**config.mk**
```make
export PLATFORM = sky130hd
export DESIGN_NAME = length_prefix_to_start_code_unit
export DESIGN_NICKNAME = d
export VERILOG_FILES = /design/src/hdl/lpsc_pkg.sv /design/src/hdl/lpsc_parse.sv /design/src/hdl/lpsc_emit.sv /design/src/hdl/length_prefix_to_start_code_unit.sv
export VERILOG_INCLUDE_DIRS = /design/src /design/src/hdl
export SDC_FILE = /design/constraint.sdc
export NUM_CORES = 1
export LEC_CHECK = 0
export BUFFER_PORTS_ARGS = -buffer_cell sky130_fd_sc_hd__buf_2
export CAP_MARGIN = 10
export CORE_ASPECT_RATIO = 0.9
export CORE_MARGIN = 2
export CORE_UTILIZATION = 40
export DETAILED_ROUTE_END_ITERATION = 7
export SLEW_MARGIN = 20
export SYNTH_ARGS = -nofsm -noshare
export SYNTH_HDL_FRONTEND = slang
export SYNTH_SLANG_ARGS = --single-unit
```
**constraint.sdc**
```tcl
create_clock -name i_clk -period 3.8 [get_ports i_clk]
set_clock_uncertainty 0.1 [all_clocks]
set_input_delay 0.38 -clock i_clk [delete_from_list [all_inputs] [get_ports i_clk]]
set_output_delay 0.38 -clock i_clk [all_outputs]
set_load 0.1 [all_outputs]
```
**src/hdl/length_prefix_to_start_code_unit_defines.svh**
```systemverilog
// Assertion macros shared by the length-prefix to start-code unit.
// No dependencies; included by the modules that carry assertions.
`ifndef LENGTH_PREFIX_TO_START_CODE_UNIT_DEFINES_SVH
`define LENGTH_PREFIX_TO_START_CODE_UNIT_DEFINES_SVH
`ifndef SYNTHESIS
// Antecedent implies consequent in the same cycle
`define LPSC_ASSERT_NOW(lbl, clk, rst_n, ante, cons) \
    lbl: assert property (@(posedge clk) disable iff (!rst_n) (ante) |-> (cons)) \
        else $error("lpsc: same-cycle check failed");
// Antecedent implies consequent in the next cycle
`define LPSC_ASSERT_NEXT(lbl, clk, rst_n, ante, cons) \
    lbl: assert property (@(posedge clk) disable iff (!rst_n) (ante) |=> (cons)) \
        else $error("lpsc: next-cycle check failed");
`else
`define LPSC_ASSERT_NOW(lbl, clk, rst_n, ante, cons)
`define LPSC_ASSERT_NEXT(lbl, clk, rst_n, ante, cons)
`endif
`endif

```
**src/hdl/lpsc_pkg.sv**
```systemverilog
// Types and constants of the length-prefix to start-code unit.
// No dependencies; imported by every module of the unit.
package lpsc_pkg;

    // Result kind carried on the output tuser
    typedef enum logic [1:0] {
        KIND_PAYLOAD = 2'd0,
        KIND_START   = 2'd1,
        KIND_ERROR   = 2'd2
    } t_kind;

    // Results caused by one input byte, handed from parser to emitter
    typedef struct packed {
        logic       has_payload;
        logic       has_start;
        logic       has_error;
        logic [7:0] data;
    } t_bundle;

    localparam logic [2:0] PREFIX_MIN     = 3'd1;
    localparam logic [2:0] PREFIX_MAX     = 3'd4;
    localparam logic [2:0] LFB_RESET      = 3'd4;
    localparam logic       REG_LFB        = 1'b0;
    localparam logic [7:0] START_CODE_END = 8'h01;
    localparam logic [1:0] START_LAST_IDX = 2'd2;

    // Clamp the register to a usable prefix length
    function automatic logic [2:0] prefix_len(input logic [2:0] cfg);
        logic [2:0] len;
        if (cfg < PREFIX_MIN) begin
            len = PREFIX_MIN;
        end else if (cfg > PREFIX_MAX) begin
            len = PREFIX_MAX;
        end else begin
            len = cfg;
        end
        return len;
    endfunction

endpackage

```
**src/hdl/lpsc_parse.sv**
```systemverilog
// Input register and length/payload parser of the unit.
// Depends on lpsc_pkg and the unit's assertion macro header.
`include "length_prefix_to_start_code_unit_defines.svh"

module lpsc_parse #(
    parameter int LEN_BITS = 32
) (
    input  logic              i_clk,
    input  logic              i_rst_n,
    input  logic              i_valid,
    input  logic [7:0]        i_byte,
    input  logic              i_last,
    output logic              o_ready,
    input  logic [2:0]        i_prefix_len,
    input  logic              i_free,
    output logic              o_load,
    output lpsc_pkg::t_bundle o_bundle
);
    import lpsc_pkg::*;

    localparam logic [LEN_BITS-1:0] LenOne  = {{(LEN_BITS-1){1'b0}}, 1'b1};
    localparam logic [LEN_BITS-1:0] LenZero = '0;

    logic                r_in_valid;
    logic [7:0]          r_in_byte;
    logic                r_in_last;
    logic                r_in_payload, n_in_payload;
    logic [1:0]          r_seen, n_seen;
    logic [LEN_BITS-1:0] r_acc, n_acc;
    logic [LEN_BITS-1:0] r_remaining, n_remaining;
    logic [LEN_BITS+7:0] shifted;
    logic [LEN_BITS-1:0] acc_next;
    logic                has_payload, has_start, has_error;

    // Input register takes a byte whenever it is empty or moving on
    assign o_load  = r_in_valid && i_free;
    assign o_ready = !r_in_valid || o_load;

    always_ff @(posedge i_clk) begin
        if (!i_rst_n) begin
            r_in_valid <= 1'b0;
        end else if (o_ready) begin
            r_in_valid <= i_valid;
        end
    end

    always_ff @(posedge i_clk) begin
        if (i_valid && o_ready) begin
            r_in_byte <= i_byte;
            r_in_last <= i_last;
        end
    end

    // Length accumulation keeps the low LEN_BITS bits
    assign shifted  = {r_acc, r_in_byte};
    assign acc_next = shifted[LEN_BITS-1:0];

    // Next state and result set for the registered byte
    always_comb begin
        n_in_payload = r_in_payload;
        n_seen       = r_seen;
        n_acc        = r_acc;
        n_remaining  = r_remaining;
        has_payload  = 1'b0;
        has_start    = 1'b0;
        has_error    = 1'b0;
        if (r_in_payload) begin
            has_payload = 1'b1;
            n_remaining = r_remaining - LenOne;
            if (r_remaining == LenOne) begin
                n_in_payload = 1'b0;
            end
        end else if (({1'b0, r_seen} + 3'd1) >= i_prefix_len) begin
            // length field complete: start code, then payload if nonzero
            has_start = 1'b1;
            if (acc_next != LenZero) begin
                n_in_payload = 1'b1;
                n_remaining  = acc_next;
            end
            n_seen = 2'd0;
            n_acc  = LenZero;
        end else begin
            n_seen = r_seen + 2'd1;
            n_acc  = acc_next;
        end
        // extent end: flag truncation and resynchronize
        if (r_in_last) begin
            has_error    = n_in_payload || (n_seen != 2'd0);
            n_in_payload = 1'b0;
            n_seen       = 2'd0;
            n_acc        = LenZero;
            n_remaining  = LenZero;
        end
    end

    always_ff @(posedge i_clk) begin
        if (!i_rst_n) begin
            r_in_payload <= 1'b0;
            r_seen       <= 2'd0;
            r_acc        <= LenZero;
            r_remaining  <= LenZero;
        end else if (o_load) begin
            r_in_payload <= n_in_payload;
            r_seen       <= n_seen;
            r_acc        <= n_acc;
            r_remaining  <= n_remaining;
        end
    end

    assign o_bundle.has_payload = has_payload;
    assign o_bundle.has_start   = has_start;
    assign o_bundle.has_error   = has_error;
    assign o_bundle.data        = r_in_byte;

    // Payload mode always has bytes left to pass
    `LPSC_ASSERT_NOW(a_payload_nonzero, i_clk, i_rst_n, r_in_payload, r_remaining != LenZero)
    // An extent end leaves the parser at the start of a length field
    `LPSC_ASSERT_NEXT(a_end_resync, i_clk, i_rst_n, o_load && r_in_last,
                      !r_in_payload && (r_seen == 2'd0) && (r_acc == LenZero))

endmodule

```
**src/hdl/lpsc_emit.sv**
```systemverilog
// Result register and serializer: one result of the current set per cycle while i_tready is high.
// Depends on lpsc_pkg and the unit's assertion macro header.
`include "length_prefix_to_start_code_unit_defines.svh"

module lpsc_emit (
    input  logic              i_clk,
    input  logic              i_rst_n,
    input  logic              i_load,
    input  lpsc_pkg::t_bundle i_bundle,
    output logic              o_free,
    output logic              o_tvalid,
    input  logic              i_tready,
    output logic [7:0]        o_tdata,
    output lpsc_pkg::t_kind   o_tuser,
    output logic              o_tlast
);
    import lpsc_pkg::*;

    t_bundle    r_bundle;
    logic       r_valid;
    logic [1:0] r_idx;
    logic [2:0] count;
    logic [2:0] load_count;
    logic       at_last;

    function automatic logic [2:0] result_count(input t_bundle b);
        logic [2:0] n;
        if (b.has_payload) begin
            n = 3'd1;
        end else if (b.has_start) begin
            n = 3'd3;
        end else begin
            n = 3'd0;
        end
        return n + {2'b00, b.has_error};
    endfunction

    assign count      = result_count(r_bundle);
    assign load_count = result_count(i_bundle);
    assign at_last    = ({1'b0, r_idx} == (count - 3'd1));
    assign o_free     = !r_valid || (i_tready && at_last);

    // Walk the stored set; a new set loads as the last result leaves
    always_ff @(posedge i_clk) begin
        if (!i_rst_n) begin
            r_valid <= 1'b0;
            r_idx   <= 2'd0;
        end else if (o_free) begin
            r_valid <= i_load && (load_count != 3'd0);
            r_idx   <= 2'd0;
        end else if (i_tready) begin
            r_idx <= r_idx + 2'd1;
        end
    end

    always_ff @(posedge i_clk) begin
        if (o_free && i_load) begin
            r_bundle <= i_bundle;
        end
    end

    // Result at the current position
    always_comb begin
        o_tuser = KIND_ERROR;
        o_tdata = 8'h00;
        if (r_bundle.has_payload) begin
            if (r_idx == 2'd0) begin
                o_tuser = KIND_PAYLOAD;
                o_tdata = r_bundle.data;
            end
        end else if (r_bundle.has_start) begin
            if (r_idx <= START_LAST_IDX) begin
                o_tuser = KIND_START;
                o_tdata = (r_idx == START_LAST_IDX) ? START_CODE_END : 8'h00;
            end
        end
    end

    assign o_tvalid = r_valid;
    assign o_tlast  = at_last;

    // Position never runs past the set
    `LPSC_ASSERT_NOW(a_idx_in_range, i_clk, i_rst_n, r_valid, {1'b0, r_idx} < count)
    // A set never mixes a payload byte with a start code
    `LPSC_ASSERT_NOW(a_set_shape, i_clk, i_rst_n, r_valid,
                     !(r_bundle.has_payload && r_bundle.has_start))

endmodule

```
**src/hdl/length_prefix_to_start_code_unit.sv**
```systemverilog
// Top level of the length-prefix to start-code unit: APB register, parser, emitter.
// Depends on lpsc_pkg, lpsc_parse and lpsc_emit.
//
//  channel | dir | handshake              | content
//  s_*     | in  | s_tvalid / s_tready    | tdata: in_byte; tlast: extent_end
//  m_*     | out | m_tvalid / m_tready    | tdata: out_byte; tuser: kind; tlast: run_last
//  apb     | in  | psel & penable, pready | reg 0 @ 0x0: length_field_bytes [2:0]
//
//  Each payload byte gives one result, two if it also truncates the extent; a lone
//  truncation gives one, and a byte inside a length field gives none. A byte that
//  completes a length field gives three start-code results (four if it also
//  truncates the extent): the result serializer sends one result per cycle while
//  m_tready is high. Each byte passes the input register, then the result register.
//  Reset is synchronous; no clearing pass. A low m_tready holds the result and
//  backs up into s_tready once the input register is full.
module length_prefix_to_start_code_unit #(
    parameter int LEN_BITS = 32
) (
    input  logic       i_clk,
    input  logic       i_rst_n,
    // input stream
    input  logic       s_tvalid,
    output logic       s_tready,
    input  logic [7:0] s_tdata,   // [7:0] in_byte
    input  logic       s_tlast,
    // output stream
    output logic       m_tvalid,
    input  logic       m_tready,
    output logic [7:0] m_tdata,   // [7:0] out_byte
    output logic [1:0] m_tuser,   // [1:0] result_kind
    output logic       m_tlast,
    // configuration
    input  logic       psel,
    input  logic       penable,
    input  logic       pwrite,
    input  logic [2:0] paddr,
    input  logic [31:0] pwdata,
    output logic [31:0] prdata,
    output logic       pready
);
    import lpsc_pkg::*;

    logic       lfb_sel;
    logic [2:0] r_length_field_bytes;
    logic       load;
    logic       free;
    t_bundle    bundle;
    t_kind      kind;

    // Register write on the access cycle
    assign pready  = 1'b1;
    assign lfb_sel = (paddr[2] == REG_LFB);

    always_ff @(posedge i_clk) begin
        if (!i_rst_n) begin
            r_length_field_bytes <= LFB_RESET;
        end else if (psel && penable && pwrite && pready && lfb_sel) begin
            r_length_field_bytes <= pwdata[2:0];
        end
    end

    assign prdata = lfb_sel ? {29'd0, r_length_field_bytes} : 32'd0;

    lpsc_parse #(
        .LEN_BITS (LEN_BITS)
    ) u_parse (
        .i_clk        (i_clk),
        .i_rst_n      (i_rst_n),
        .i_valid      (s_tvalid),
        .i_byte       (s_tdata),
        .i_last       (s_tlast),
        .o_ready      (s_tready),
        .i_prefix_len (prefix_len(r_length_field_bytes)),
        .i_free       (free),
        .o_load       (load),
        .o_bundle     (bundle)
    );

    lpsc_emit u_emit (
        .i_clk    (i_clk),
        .i_rst_n  (i_rst_n),
        .i_load   (load),
        .i_bundle (bundle),
        .o_free   (free),
        .o_tvalid (m_tvalid),
        .i_tready (m_tready),
        .o_tdata  (m_tdata),
        .o_tuser  (kind),
        .o_tlast  (m_tlast)
    );

    assign m_tuser = kind;

endmodule

```
==> summary.md, run 1 <==
| Metric | Value |
|---|---|
| Post-CTS Resized | 0 |
| Global route overflow | 0 |
| Most numerous cell on the critical path | o31a_1 |
| Slew Limit Fails | 0 |
| Sequential-to-total area share from yosys stat | 41.45% |
| GPL Wtd Cong | 0.8998 |
| Clk_lat worst skew | 0.34 ns |
| Crit Path Max Fanout | 16 |
| Post-CTS Hold Fix Bufs | 0 |
| Ratio of cells with drive above 1 in the final layout | 15.27% |
| Num CTS Buffers | 9 |
| LEAKAGE | 2.100 nW |
| Slew HR | 47.65% |
| Row cnt | 37 |
| Crit path cell chain | nand2b_1 > ha_1 > xnor2_1 > nor4b_2 > o21ai_1 > inv_2 > o31a_1 > nand2_1 > a21o_2 > o31a_1 |
| Synthesized flop and latch total | 86 |
| Final setup fails | 0 |
| Tmin final | 3.254 ns |
| Worst Path Class, Setup | register to register |
| Syn. warnings | 0 |
| Antenna violations before repair | 0 |
| Most common cell in the synthesized netlist | dfxtp_1 |
| Max-cap viol count | 0 |
| Critical path capture point type | register |
| Setup Fix Bufs, Post-CTS | 0 |
| Netlist cell types | 69 |
| Wire per inst | 16.73 microns |
| WL final | 12,360 microns |
| Worst Hold Slack | 0.1094 ns |
| Vias in the first global route | 3,873 |
| Ant. Diodes | 0 |
| Root Buffer | clkbuf_16 |
| Max clock buf depth | 2 |
| Synth top area share | 28.49% |
| Setup tns final | 0 ns |
| Fmax | 307.3 MHz |
| Primary FF master, synth | dfxtp_1 |
| Fin nets | 642 |
| Share of flip-flops with an asynchronous set or reset | 0% |
| Die footprint | 0.01247 sq mm |
| Via count | 4,162 |
| Final hold vios | 0 |
| Sink Count | 86 |
| Antenna viol nets, final | 0 |
| Final routed DRC violation total | 0 |
| Placed Area | 0.004873 sq mm |
| Pin count of the biggest net entering global routing | 45 |
| Worst vdd rail ir drop | 0.2326 mV |
| Max stage delay cell, worst path | nand2_1 |
| Commonest cells in the netlist | 66 x dfxtp_1, 57 x a21oi_1, 54 x nand2_1 |
| CP peak stage delay | 0.45 ns |
| DP HPWL | 8717 microns |
| Crit path launch type | register |
| Depth of the CTS H-tree | 3 |
| Crit path required time | 3.93 ns |
| HP Class | input port to register |
| Core Footprint | 0.01139 sq mm |
| Status | complete, no violations |
| Final Cell Area | 0.005177 sq mm |
| Io pins | 97 |
| Worst-margin pin slew | 0.7853 ns |
| Area Overhead vs Synth | 11.66% |
| Tcrit/Tclk final | 85.63% |
| Input/output buffers | 35 |
| First-pass GRT wire length | 20,320 microns |
| RSZ-0062 raised after global routing | no |
| Height of the die | 106.1 microns |
| Die W | 117.5 microns |
| Crit path DAT | 3.39 ns |
| Synth top area cells | dfxtp_1 28%, edfxtp_1 13%, a21oi_1 6.2% |
| EDFF count, synth | 20 |
| Mapped Area | 0.004637 sq mm |
| Syn avg cell area | 8.446 sq um |
| DRT Pass-1 Iters | 5 |
| PD cells | 439.4 mW/mm^2 |
| Total global-route track usage | 20.41% |
| CTS tree | yes |
| Clk pin slew, worst setup/hold paths | 0.07 ns |
| Initial Util | 40.72% |
| Cell count after synthesis | 549 |
| Via/cell ratio | 5.632 |
| Starting DRC count in detailed routing | 344 |
| Yosys top cell by area | dfxtp_1 |
path summary, 6_finish.rpt:
check | startpoint | end | slack (ns) | cells after the start
hold reg to reg | u_parse.r_acc[17] | u_parse.r_acc[17] | 0.37 | 2
hold / removal | s_tdata[4] | u_parse.r_in_byte[4] | 0.11 | 1
setup reg to reg | u_emit.r_bundle[10] | u_parse.r_remaining[4] | 0.55 | 10
setup / recovery | u_emit.r_bundle[10] | u_parse.r_remaining[4] | 0.55 | 10
cell type report:
type	count	area, sq um
Clock buffer	9	225.2
Clock inverter	7	78.83
Fill cell	1111	6211
Inverter	19	71.32
Multi-Input combinational cell	412	2397
Sequential cell	86	1922
Tap cell	156	195.2
Timing Repair Buffer	50	287.8
sequential cells by signal (all words and copies together), names as in the netlist:
register / flops
u_emit.r_idx: 2
u_parse.r_acc: 24
u_parse.r_remaining: 32
u_emit.r_bundle: 11
u_parse.r_in_last: 1
r_length_field_bytes: 3
u_parse.r_in_valid: 1
u_emit.o_tvalid: 1
u_parse.r_seen: 2
u_parse.r_in_byte: 8
u_parse.r_in_payload: 1
where the power goes:
group	total (mW)	internal [mW]	leakage (nW)	switching, mW
sequential	0.983	0.958	0.724	0.0246
combinational	0.384	0.0700	1.22	0.314
clock	0.908	0.518	0.151	0.390
worst max-delay path: cells and delay by family, from the launching register on:
family | cells | cell delay [ns]
adders and majority gates | 1 | 0.32
and+or+nand+nor | 3 | 0.93
DFF | 1 | 0.43
xor gates and xnor gates | 1 | 0.15
buffers and inverters | 1 | 0.10
AOI/OAI and AO/OA | 4 | 1.11
stage by stage:
step	setup slack [ns]	utilization (%)	power, mW	std cells
6_report	0.5462	45.46	2.275	739
5_1_grt	0.3290	45.46	2.349	739
4_1_cts	0.5938	45.46	2.281	739
3_5_place_dp	0.6136	42.79	1.385	723
3_3_place_gp	0.6207	42.79	1.382	723
2_1_floorplan	0.08326	-	1.342	577
kinds of logic after synthesis:
family,synth area share [%]
simple gates,25.42
buf+inv,9.120
fa+ha+maj,3.508
xor+xnor,1.700
other cells,0.1620
mux,1.511
compound gates,17.13
flops,41.45
cells in the final DEF, fill, tap and decap left out, drive strengths merged, types with 4 or more instances in the layout:
cell / count
a21oi: 59
o31a: 6
buf: 50
xnor2: 5
nor4: 17
nor2: 44
nor3: 17
a22o: 6
clkbuf: 9
nor2b: 5
nand2: 55
or4: 6
o21ai: 32
ha: 13
nand4: 9
nand3: 39
and3: 11
edfxtp: 20
dfxtp: 66
mux2i: 7
xor2: 4
a22oi: 4
inv: 22
conb: 30
layer usage:
layer	vias to the layer above	GRT usage (%)	part of all wire (%)
met5	-	0	0
met4	0	7.487	1.9
met3	20	3.004	6.7
met2	163	31.50	44
met1	1995	29.09	48
li1	1984	-	-
(Power assumes the default switching activity.)
==> inputs of run 2 (changes only) <==
--- a/config.mk
+++ b/config.mk
@@ -12,6 +12,7 @@
 export CORE_MARGIN = 2
 export CORE_UTILIZATION = 40
 export DETAILED_ROUTE_END_ITERATION = 7
+export RECOVER_POWER = 100
 export SLEW_MARGIN = 20
 export SYNTH_ARGS = -nofsm -noshare
 export SYNTH_HDL_FRONTEND = slang
==> run 2 against run 1 <==
  * First-iteration DRC count fell by 3.2%
  * Register-to-register slack worse by 0.12 ns
  * Worst setup slack got worse by 0.12 ns
  * Via count did not move
  * Largest cell class unchanged
  * Routed wire length is 0.61% higher
  * Non-clock buffer count stayed put
  * Critical path type unchanged
==> summary.md, run 2 (synthesis results as in run 1) <==
| Metric | Value |
|---|---|
| Status | complete, no violations |
| Hold Startpoint | s_tdata[4] |
| Worst R2R Path Depth | 12 |
| Tmin final | 3.373 ns |
| CTS tree | yes |
| Die W | 117.5 microns |
| Worst Hold Slack | 0.1088 ns |
| Worst Hold Depth | 1 |
| Final routed DRC violation total | 0 |
| RSZ-0062 raised after global routing | no |
| Sink Count | 86 |
| Via/cell ratio | 5.632 |
| Fin nets | 642 |
| Starting DRC count in detailed routing | 333 |
| Clk pin slew, worst setup/hold paths | 0.07 ns |
| Antenna viol nets, final | 0 |
| DP HPWL | 8717 microns |
| Largest Register | u_parse.r_remaining |
| Via count | 4,162 |
| Crit Path Max Fanout | 18 |
| HP Class | input port to register |
| Post-Place Cells | 723 |
| Num CTS Buffers | 9 |
| Max reg flops | 32 |
| Commonest cells after routing, fill and taps aside | 66 x dfxtp_1, 57 x a21oi_1, 55 x nand2_1, 44 x nor2_1, 39 x nand3_1 |
| Wire per inst | 16.83 microns |
| Worst-margin pin slew | 1.184 ns |
| Worst vdd rail ir drop | 0.2331 mV |
| Input/output buffers | 35 |
| Part of the power in combinational logic | 16.7% |
| Ratio of cells with drive above 1 in the final layout | 11.49% |
| Slew HR | 21.39% |
| WL final | 12,440 microns |
| Crit path DAT | 3.55 ns |
| Max-cap viol count | 0 |
| Root Buffer | clkbuf_16 |
| Final hold vios | 0 |
| Tcrit/Tclk final | 88.76% |
| Post-route core utilization | 45.11% |
| Max clock buf depth | 2 |
| Clk network pwr share | 40.1% |
| Area Overhead vs Synth | 10.79% |
| Int Pwr | 1.542 mW |
| RR Startpoint | u_emit.r_bundle[10] |
| Final Instance Count excl. Fillers | 739 |
| Number of fill cells | 1,120 |
| Depth of the CTS H-tree | 3 |
| GPL Wtd Cong | 0.8998 |
| First-pass GRT wire length | 20,320 microns |
| Most common cell after layout, fill and taps aside | dfxtp_1 |
| Clk_lat worst skew | 0.34 ns |
| Die footprint | 0.01247 sq mm |
| Worst Path Class, Setup | register to register |
| Sequential power share | 43.3% |
| Crit path required time | 3.98 ns |
| Height of the die | 106.1 microns |
| Io pins | 97 |
| Initial Util | 40.72% |
| LEAKAGE | 2.025 nW |
| Crit path launch type | register |
| Global route overflow | 0 |
| Net Sw Power | 0.7315 mW |
| Fmax | 296.5 MHz |
| Setup slack, reg-to-reg | 0.43 ns |
| Row cnt | 37 |
| DRT Pass-1 Iters | 6 |
| Core Footprint | 0.01139 sq mm |
| Reg-to-reg critical path endpoint | u_parse.r_remaining[6] |
| Critical path capture point type | register |
| Largest regs | u_parse.r_remaining: 32 flops, u_parse.r_acc: 24 flops, u_emit.r_bundle: 11 flops |
| Final setup fails | 0 |
| Setup Fix Bufs, Post-CTS | 0 |
| Pin count of the biggest net entering global routing | 45 |
| Min-Delay Endpoint | u_parse.r_in_byte[4] |
| Antenna violations before repair | 0 |
| Post-CTS Resized | 0 |
| Slew Limit Fails | 0 |
| Vias in the first global route | 3,873 |
| Setup tns final | 0 ns |
| PD cells | 442.6 mW/mm^2 |
| Post-CTS Hold Fix Bufs | 0 |
| Switching Fraction | 32.17% |
| Total global-route track usage | 20.41% |
| Ant. Diodes | 0 |
| Total power | 2.274 mW |
run 2: changes by cell type in the layout (fill, tap and decap cells not counted), moves of 2 or more:
cell / change
clkbuf_1: +19
o21ai_0: +3
clkbuf_2: +2
buf_4: -3
buf_2: -18
o21ai_1: -3
run 2: metal layers:
| layer | routed length [microns] | track usage [%] | up-vias |
|---|---|---|---|
| met2 | 5409 | 31.50 | 144 |
| met1 | 6028 | 29.09 | 2017 |
| met4 | 250 | 7.487 | 0 |
| met5 | 0 | 0 | - |
| met3 | 749 | 3.004 | 18 |
| li1 | - | - | 1983 |
run 2: cell type report:
cell class,instances,area [sq um],share of cell area (%)
Tap cell,156,195.2,3.799
Clock inverter,7,78.83,1.534
Timing Repair Buffer,50,256.5,4.993
Multi-Input combinational cell,412,2389,46.49
Inverter,19,71.32,1.388
Clock buffer,9,225.2,4.384
Sequential cell,86,1922,37.41
run 2: through the flow:
| step | setup slack [ns] | cell area, sq um |
|---|---|---|
| 2_1_floorplan | 0.08326 | 4742 |
| 3_3_place_gp | 0.6207 | 4873 |
| 3_5_place_dp | 0.6136 | 4873 |
| 4_1_cts | 0.5938 | 5177 |
| 5_1_grt | 0.1663 | 5137 |
| 6_report | 0.4272 | 5137 |
run 2: worst max-delay path by stage:
stage | from | endpoint | slack, ns | cells past startpoint
6_report | u_emit.r_bundle[10] | u_parse.r_remaining[6] | 0.43 | 12
5_1_grt | u_emit.r_bundle[10] | u_parse.r_remaining[11] | 0.17 | 12
4_1_cts | u_emit.r_bundle[10] | u_parse.r_remaining[4] | 0.59 | 10
3_5_place_dp | u_parse.r_remaining[4] | u_emit.o_tvalid | 0.61 | 11
3_3_place_gp | u_parse.r_remaining[4] | u_emit.o_tvalid | 0.62 | 11
2_1_floorplan | u_emit.r_bundle[10] | m_tlast | 0.08 | 6
run 2: power groups by stage:
stage	logic [mW]	clock network, mW	registers [mW]
after global routing	0.403	0.956	0.986
after global placement	0.380	0	1.00
after CTS	0.382	0.916	0.982
after floorplan	0.347	0	0.995
after detailed placement	0.381	0	1.00
final	0.379	0.911	0.984
run 2: worst max-delay path, stage by stage, from the launching register on:
cell	delay [ns]
edfxtp_1	0.42
nand2b_1	0.21
ha_1	0.32
xnor2_1	0.15
nor4b_1	0.35
o21ai_1	0.23
clkinv_1	0.10
buf_4	0.25
nand2_1	0.18
nor4_2	0.17
clkbuf_1	0.49
o221ai_1	0.23
nand2_1	0.10
